**src/design/lzfh_pkg.sv**
```systemverilog
`default_nettype none

package lzfh_pkg;

  localparam int COUNT_WIDTH = 32;

  localparam int LL_BINS  = 513;
  localparam int LL_AW    = $clog2(LL_BINS);
  localparam int NIB_BINS = 16;
  localparam int NIB_AW   = $clog2(NIB_BINS);
  localparam int NIB_TABS = 4;

  localparam int IN_DATA_W  = 48;
  localparam int IN_USER_W  = 2;
  localparam int OUT_DATA_W = 32;
  localparam int OUT_USER_W = 2;

  localparam logic [LL_AW-1:0] LEN_BASE    = LL_AW'(256);
  localparam logic [LL_AW-1:0] EOI_BIN     = LL_AW'(512);
  localparam logic [LL_AW-1:0] LL_LAST_BIN = LL_AW'(LL_BINS - 1);
  localparam logic [9:0]       LL_BINS_V   = 10'(LL_BINS);
  localparam logic [9:0]       NIB_BINS_V  = 10'(NIB_BINS);

  localparam logic [1:0] OP_LIT   = 2'd0;
  localparam logic [1:0] OP_MATCH = 2'd1;
  localparam logic [1:0] OP_EOI   = 2'd2;
  localparam logic [1:0] OP_READ  = 2'd3;

  localparam logic [1:0] ST_OK   = 2'd0;
  localparam logic [1:0] ST_LEN  = 2'd1;
  localparam logic [1:0] ST_DIST = 2'd2;
  localparam logic [1:0] ST_BIN  = 2'd3;

  localparam logic [2:0] TAB_LL   = 3'd0;
  localparam logic [2:0] TAB_NIB0 = 3'd1;
  localparam logic [2:0] TAB_NIB1 = 3'd2;
  localparam logic [2:0] TAB_NIB2 = 3'd3;
  localparam logic [2:0] TAB_NIB3 = 3'd4;

  typedef logic [COUNT_WIDTH-1:0] count_t;

  typedef struct packed {
    logic [2:0]  pad;
    logic [9:0]  read_bin;
    logic [2:0]  read_table;
    logic [15:0] distance;
    logic [7:0]  match_length;
    logic [7:0]  byte_value;
  } lzfh_in_t;

  typedef struct packed {
    logic clear;
    logic capture;
    logic update;
  } lzfh_cmd_t;

  typedef struct packed {
    logic clear_last;
    logic out_free;
  } lzfh_sts_t;

  function automatic count_t sat_inc(input count_t v);
    return (&v) ? v : v + 1'b1;
  endfunction

endpackage

`default_nettype wire

```
**src/design/lzfh_ctrl.sv**
```systemverilog
`default_nettype none

module lzfh_ctrl
  import lzfh_pkg::*;
(
  input  wire logic      clk,
  input  wire logic      rst,
  input  wire logic      s_axis_tvalid,
  output logic           s_axis_tready,
  input  wire lzfh_sts_t sts,
  output lzfh_cmd_t      cmd
);

  localparam logic [1:0] S_CLEAR = 2'd0;
  localparam logic [1:0] S_IDLE  = 2'd1;
  localparam logic [1:0] S_UPD   = 2'd2;

  logic [1:0] state;
  logic [1:0] state_next;

  always_comb begin
    state_next  = state;
    cmd.clear   = 1'b0;
    cmd.capture = 1'b0;
    cmd.update  = 1'b0;
    unique case (state)
      S_CLEAR: begin
        cmd.clear = 1'b1;
        if (sts.clear_last) begin
          state_next = S_IDLE;
        end
      end
      S_IDLE: begin
        if (s_axis_tvalid) begin
          cmd.capture = 1'b1;
          state_next  = S_UPD;
        end
      end
      S_UPD: begin
        if (sts.out_free) begin
          cmd.update = 1'b1;
          state_next = S_IDLE;
        end
      end
      default: begin
        state_next = S_CLEAR;
      end
    endcase
  end

  always_ff @(posedge clk) begin
    if (rst) begin
      state <= S_CLEAR;
    end else begin
      state <= state_next;
    end
  end

  assign s_axis_tready = (state == S_IDLE);

endmodule

`default_nettype wire

```
**config.mk**
```make
export PLATFORM = sky130hd
export DESIGN_NAME = lzfh_ctrl
export DESIGN_NICKNAME = d
export VERILOG_FILES = /design/src/design/lzfh_pkg.sv /design/src/design/lzfh_ctrl.sv
export SDC_FILE = /design/constraint.sdc
export NUM_CORES = 1
export LEC_CHECK = 0
export BUFFER_PORTS_ARGS = -buffer_cell sky130_fd_sc_hd__buf_2
export CAP_MARGIN = 0
export CELL_PAD_IN_SITES_DETAIL_PLACEMENT = 0
export CELL_PAD_IN_SITES_GLOBAL_PLACEMENT = 1
export CORE_AREA = 3 3 40 42
export CTS_CLUSTER_DIAMETER = 120
export DETAILED_ROUTE_END_ITERATION = 7
export DIE_AREA = 0 0 43 45
export GPL_TIMING_DRIVEN = 1
export PLACE_DENSITY = 0.46
export SYNTH_ARGS = -nofsm -noshare
export SYNTH_HDL_FRONTEND = slang
export SYNTH_SLANG_ARGS = --single-unit
export TNS_END_PERCENT = 100
```
**constraint.sdc**
```tcl
create_clock -name clk -period 0.9 [get_ports clk]
set_input_delay 0.135 -clock clk [delete_from_list [all_inputs] [get_ports clk]]
set_output_delay 0.135 -clock clk [all_outputs]
set_load 0.01 [all_outputs]
```
==> results of run 1 <==
-- metal layers --
layer | share of wire | global-route usage | vias to the layer above
met5 | 0 | 0 | -
met4 | 0 | 0.0361 | 0
met3 | 0.17 | 0.0558 | 0
met2 | 0.28 | 0.0479 | 11
met1 | 0.55 | 0.0526 | 51
li1 | - | - | 74
-- power breakdown --
part           total (mW)  switching [mW]  internal, mW  leakage, nW
clock network       0.198          0.0505         0.147       0.0138
logic              0.0859          0.0369        0.0491       0.0772
registers           0.107          0.0114        0.0961       0.0178
total               0.391          0.0987         0.292        0.109
-- area by class of cell --
class,count,area (um2),share of cell area
multi-input combinational,12,78.8,0.350
tap,15,18.8,0.0833
inverter,1,3.75,0.0167
sequential,2,47.5,0.211
timing repair buffer,9,53.8,0.239
clock buffer,3,22.5,0.100
-- cells by family (layout without fill, tap and decap cells) --
group / after synthesis / after routing / share of synthesized area
flip-flops: 2 / 2 / 0.327
buffers and inverters: 1 / 13 / 0.0306
AND/OR/NAND/NOR: 8 / 8 / 0.408
AO/OA/AOI/OAI: 4 / 4 / 0.235
-- what timing repair did --
item | in CTS | in global routing
gates resized for setup | 3 | 2
cloned | 0 | 0
setup endpoints to repair | 4 | 4
hold buffers | 0 | 0
-- worst max-delay path, stage by stage, from the launching register on --
cell and delay (ns):
sky130_fd_sc_hd__dfxtp_4 0.35, sky130_fd_sc_hd__nand2b_4 0.14, sky130_fd_sc_hd__nor2_1 0.07, sky130_fd_sc_hd__buf_2 0.13
-- stage by stage --
| step | cells | setup slack [ns] | hold slack, ns |
|---|---|---|---|
| detailed placement | 39 | 0.0201 | 0.326 |
| floorplan | 15 | 0.0786 | 0.207 |
| CTS | 42 | -0.146 | 0.0767 |
| global route | 42 | -0.201 | 0.0871 |
| finish | 42 | -0.146 | 0.0844 |
| global placement | 39 | 0.0106 | 0.322 |
-- cell usage in the layout (no fill, tap or decap) --
master / n
sky130_fd_sc_hd__a21oi_2: 1
sky130_fd_sc_hd__dfxtp_4: 2
sky130_fd_sc_hd__buf_4: 1
sky130_fd_sc_hd__inv_1: 1
sky130_fd_sc_hd__a21o_1: 1
sky130_fd_sc_hd__nor2b_4: 1
sky130_fd_sc_hd__nand2_1: 1
sky130_fd_sc_hd__buf_6: 1
sky130_fd_sc_hd__o21ai_0: 1
sky130_fd_sc_hd__nand2b_4: 1
sky130_fd_sc_hd__clkbuf_4: 3
sky130_fd_sc_hd__nor2_1: 5
sky130_fd_sc_hd__a22oi_1: 1
sky130_fd_sc_hd__buf_2: 7
-- path summary, 6_finish.rpt --
kind,from,end,cells after the start
max,state[0],cmd[0],3
min reg2reg,state[1],state[1],2
max reg2reg,state[0],state[0],3
min,rst,state[1],2
==> flow_summary.ini, run 1 <==
[yosys]
synth-seq-area-share = 0.327
avgSynthCellArea_um2 = 8.17
synth_edf_count = 0
yosysWarningCount = 0
postSynthRegisterBits = 2
synth-main-ff-cell = sky130_fd_sc_hd__dfxtp_1
synth_nets = 20
post_synth_instance_area_um2 = 123
synth_most_common_cell = sky130_fd_sc_hd__nor2_1
synth_top_area_frac = 0.327
asyncSetResetFlopFracSynth = 0
netlist_top_cells_count = 5 x sky130_fd_sc_hd__nor2_1, 2 x sky130_fd_sc_hd__dfxtp_1
synth.largest_area_cell = sky130_fd_sc_hd__dfxtp_1
ys_types = 10
post_synth_main_area_contributors = sky130_fd_sc_hd__dfxtp_1 33%, sky130_fd_sc_hd__nor2_1 15%, sky130_fd_sc_hd__nand2b_4 11%, sky130_fd_sc_hd__nor2b_4 11%, sky130_fd_sc_hd__a21oi_2 7.1%
postSynthCellCount = 15

[die]
die-area_um2 = 1940
io_pins = 9
floorplan.die.height_um = 45
number_of_placement_rows = 13
initial_utilization = 0.0954
die_w_um = 43
core_um2 = 1280

[drt]
postRouteAntennaNets = 0
route.vias.total = 136
routed_wl_um = 366
drtPass1Iterations = 2
route.detailed.vias_per_inst = 3.24
routed_wire_length_per_instance_um = 8.71
remaining_drc_errors = 0
iteration_0_drc_markers = 3

[setup_path]
critical_path_peak_fanout = 6
worstSetupStartpointType = register
worstPathRequired_ns = 0.76
timing_worst_setup_path_type = reg2out
crit_path_end_kind = output pin
r2r_setup_slack_ns = 0.08
arrival_ns = 0.91

[global_routing]
grt_pass1_vias = 132
grt_remaining_overflow = 0
grt_max_degree = 7
grt_first_pass_wirelength_um = 600
grt_antenna_before_repair = 0
globalRouteTotalUtil = 0.0482

[clock_network]
skew_pair_late_insertion_delay_ns = 0.22
clock_path_buffers = 2
tritoncts_buffer_count = 3
postCtsSetupRepairBufs = 0
cts.reportedPaths.clkPinSlew_ns = 0.03
cts_root_buf = sky130_fd_sc_hd__clkbuf_4
cts_htree_levels = 1
clock_sink_count = 2
cts_tree = yes

[placed_design]
placement.io_buffers = 8
dpl.hpwl_um = 293
instance_area_at_placement_um2 = 189
globalplace.congestion = 0.714

[status]
violations = setup timing
status = finished with violations

[finish]
synthToLayoutAreaGrowth_pct = 83.7
drive_above_1_share = 0.630
layout_top_registers = state (2)
n_antenna_cell = 0
final_core_utilization = 0.175
largest_register_ffs = 2
max_flop_register = state
design_area_um2 = 225
finish.net_count = 34
n_fill_cell = 153

[pwr]
p_per_area_nw_per_um2 = 1740
p_leak_nw = 0.109
totalPowerFinal_mw = 0.391
maximum_vdd_drop_uv = 817

[sta]
grt_setup_unrepaired = true
setup-tns-final_ns = -0.358
finalHoldViolCount = 0
max_clock_freq_mhz = 956
setup_viol_count_final = 4
min_period_over_period = 1.16
worstMarginPinSlew_ns = 0.247
post-route-worst-setup-slack_ns = -0.146
timing.final.max_slew_violations = 0
slew_headroom = 0.833
fin_worst_skew_ns = 0.00159
finalCriticalPeriod_ns = 1.05

[flow_run]
max_cap_viols = 0

[min_path]
holdCritPathClass = in2reg
(Power assumes the default switching activity.)
==> run 2, diff against run 1 <==
--- a/config.mk
+++ b/config.mk
@@ -10,6 +10,7 @@
 export CELL_PAD_IN_SITES_DETAIL_PLACEMENT = 0
 export CELL_PAD_IN_SITES_GLOBAL_PLACEMENT = 1
 export CORE_AREA = 3 3 40 42
+export CTS_BUF_LIST = sky130_fd_sc_hd__clkbuf_8
 export CTS_CLUSTER_DIAMETER = 120
 export DETAILED_ROUTE_END_ITERATION = 7
 export DIE_AREA = 0 0 43 45
==> flow_summary.ini, run 2 (same netlist as run 1, synthesis figures left out) <==
[global_routing]
globalRouteTotalUtil = 0.0490
grt_pass1_vias = 132
grt_antenna_before_repair = 0
grt_remaining_overflow = 0
grt_max_degree = 7
grt_first_pass_wirelength_um = 607

[sta]
finalHoldViolCount = 0
grt_setup_unrepaired = true
slew_headroom = 0.834
max_clock_freq_mhz = 974
setup_viol_count_final = 4
fin_worst_skew_ns = 0.00513
timing.final.max_slew_violations = 0
worstMarginPinSlew_ns = 0.247
min_period_over_period = 1.14
finalCriticalPeriod_ns = 1.03
post-route-worst-setup-slack_ns = -0.127

[finish]
final_core_utilization = 0.190
n_antenna_cell = 0
drive_above_1_share = 0.630
layout_top_registers = state (2)
layout.cells.most_common = sky130_fd_sc_hd__buf_2
finish.net_count = 34
n_fill_cell = 148
synthToLayoutAreaGrowth_pct = 99.0
layout_common_cells = 7 x sky130_fd_sc_hd__buf_2, 5 x sky130_fd_sc_hd__nor2_1, 3 x sky130_fd_sc_hd__clkbuf_8
max_flop_register = state
largest_register_ffs = 2

[setup_path]
worstPathRequired_ns = 0.76
worstSetupStartpointType = register
critical_path_peak_fanout = 6
arrival_ns = 0.89
crit_path_end_kind = output pin
timing_worst_setup_path_type = reg2out

[die]
io_pins = 9
core_um2 = 1280
floorplan.die.height_um = 45
die_w_um = 43
initial_utilization = 0.0954
die-area_um2 = 1940
number_of_placement_rows = 13

[placed_design]
globalplace.congestion = 0.714
preCtsSetupSlack_ns = 0.0201
dpl.hpwl_um = 293
placement.io_buffers = 8

[clock_network]
clock_sink_count = 2
tritoncts_buffer_count = 3
postCtsSetupRepairBufs = 0
cts.reportedPaths.clkPinSlew_ns = 0.03
skew_pair_late_insertion_delay_ns = 0.21
cts_root_buf = sky130_fd_sc_hd__clkbuf_8
cts_tree = yes
cts_htree_levels = 1
clock_path_buffers = 2

[drt]
route.vias.total = 143
iteration_0_drc_markers = 2
drtPass1Iterations = 2
routed_wire_length_per_instance_um = 8.74
route.detailed.vias_per_inst = 3.40
routed_wl_um = 367
remaining_drc_errors = 0
postRouteAntennaNets = 0

[status]
status = finished with violations
violations = setup timing

[min_path]
holdCritPathClass = in2reg

[pwr]
maximum_vdd_drop_uv = 1170
p_per_area_nw_per_um2 = 2220
p_leak_nw = 0.117

[flow_run]
max_cap_viols = 0
run 2: cell types whose count changed in the layout (fill, tap and decap cells not counted):
cell                       change
sky130_fd_sc_hd__clkbuf_4      -3
sky130_fd_sc_hd__clkbuf_8      +3
run 2: worst paths after layout:
check / start / end / slack (ns) / depth (start not counted)
min: rst / state[1] / 0.10 / 2
max: state[0] / cmd[0] / -0.13 / 3
max reg2reg: state[0] / state[0] / 0.08 / 3
min reg2reg: state[1] / state[1] / 0.56 / 2
run 2: layout make-up:
cell class                 count  area (um2)  share of cell area
inverter                       1        3.75              0.0154
clock buffer                   3        41.3               0.169
multi-input combinational     12        78.8               0.323
timing repair buffer           9        53.8               0.221
tap                           15        18.8              0.0769
sequential                     2        47.5               0.195
run 2: power by group:
part	total, mW	internal, mW	switching [mW]	leakage [nW]
Sequential	0.108	0.0962	0.0114	0.0178
Combinational	0.0859	0.0491	0.0368	0.0772
Clock	0.348	0.282	0.0653	0.0216
run 2: per-layer routing:
layer / vias to the layer above / track usage / routed length [um]
met5: - / 0 / 0
met4: 0 / 0.0361 / 0
met3: 0 / 0.0558 / 64
met2: 11 / 0.0539 / 113
met1: 59 / 0.0502 / 190
li1: 73 / - / -
run 2: through the flow:
step	TNS (ns)	total power, mW	std cells	hold WS [ns]	instance area, um2
after floorplan	0	0.154	15	0.207	123
after global placement	0	0.190	39	0.322	189
after detailed placement	0	0.189	39	0.326	189
after CTS	-0.354	0.550	42	0.0948	235
after global routing	-0.503	0.577	42	0.105	244
final	-0.285	0.541	42	0.101	244
run 2: repair_timing:
item | in CTS | in global routing
cloned | 0 | 0
endpoints found under the setup margin | 4 | 4
gates resized for setup | 3 | 2
hold buffers | 0 | 0
run 2: worst max-delay path, cell delays in order (launching register included):
cell	delay (ns)
sky130_fd_sc_hd__dfxtp_4	0.35
sky130_fd_sc_hd__nand2b_4	0.14
sky130_fd_sc_hd__nor2_1	0.07
sky130_fd_sc_hd__buf_2	0.13
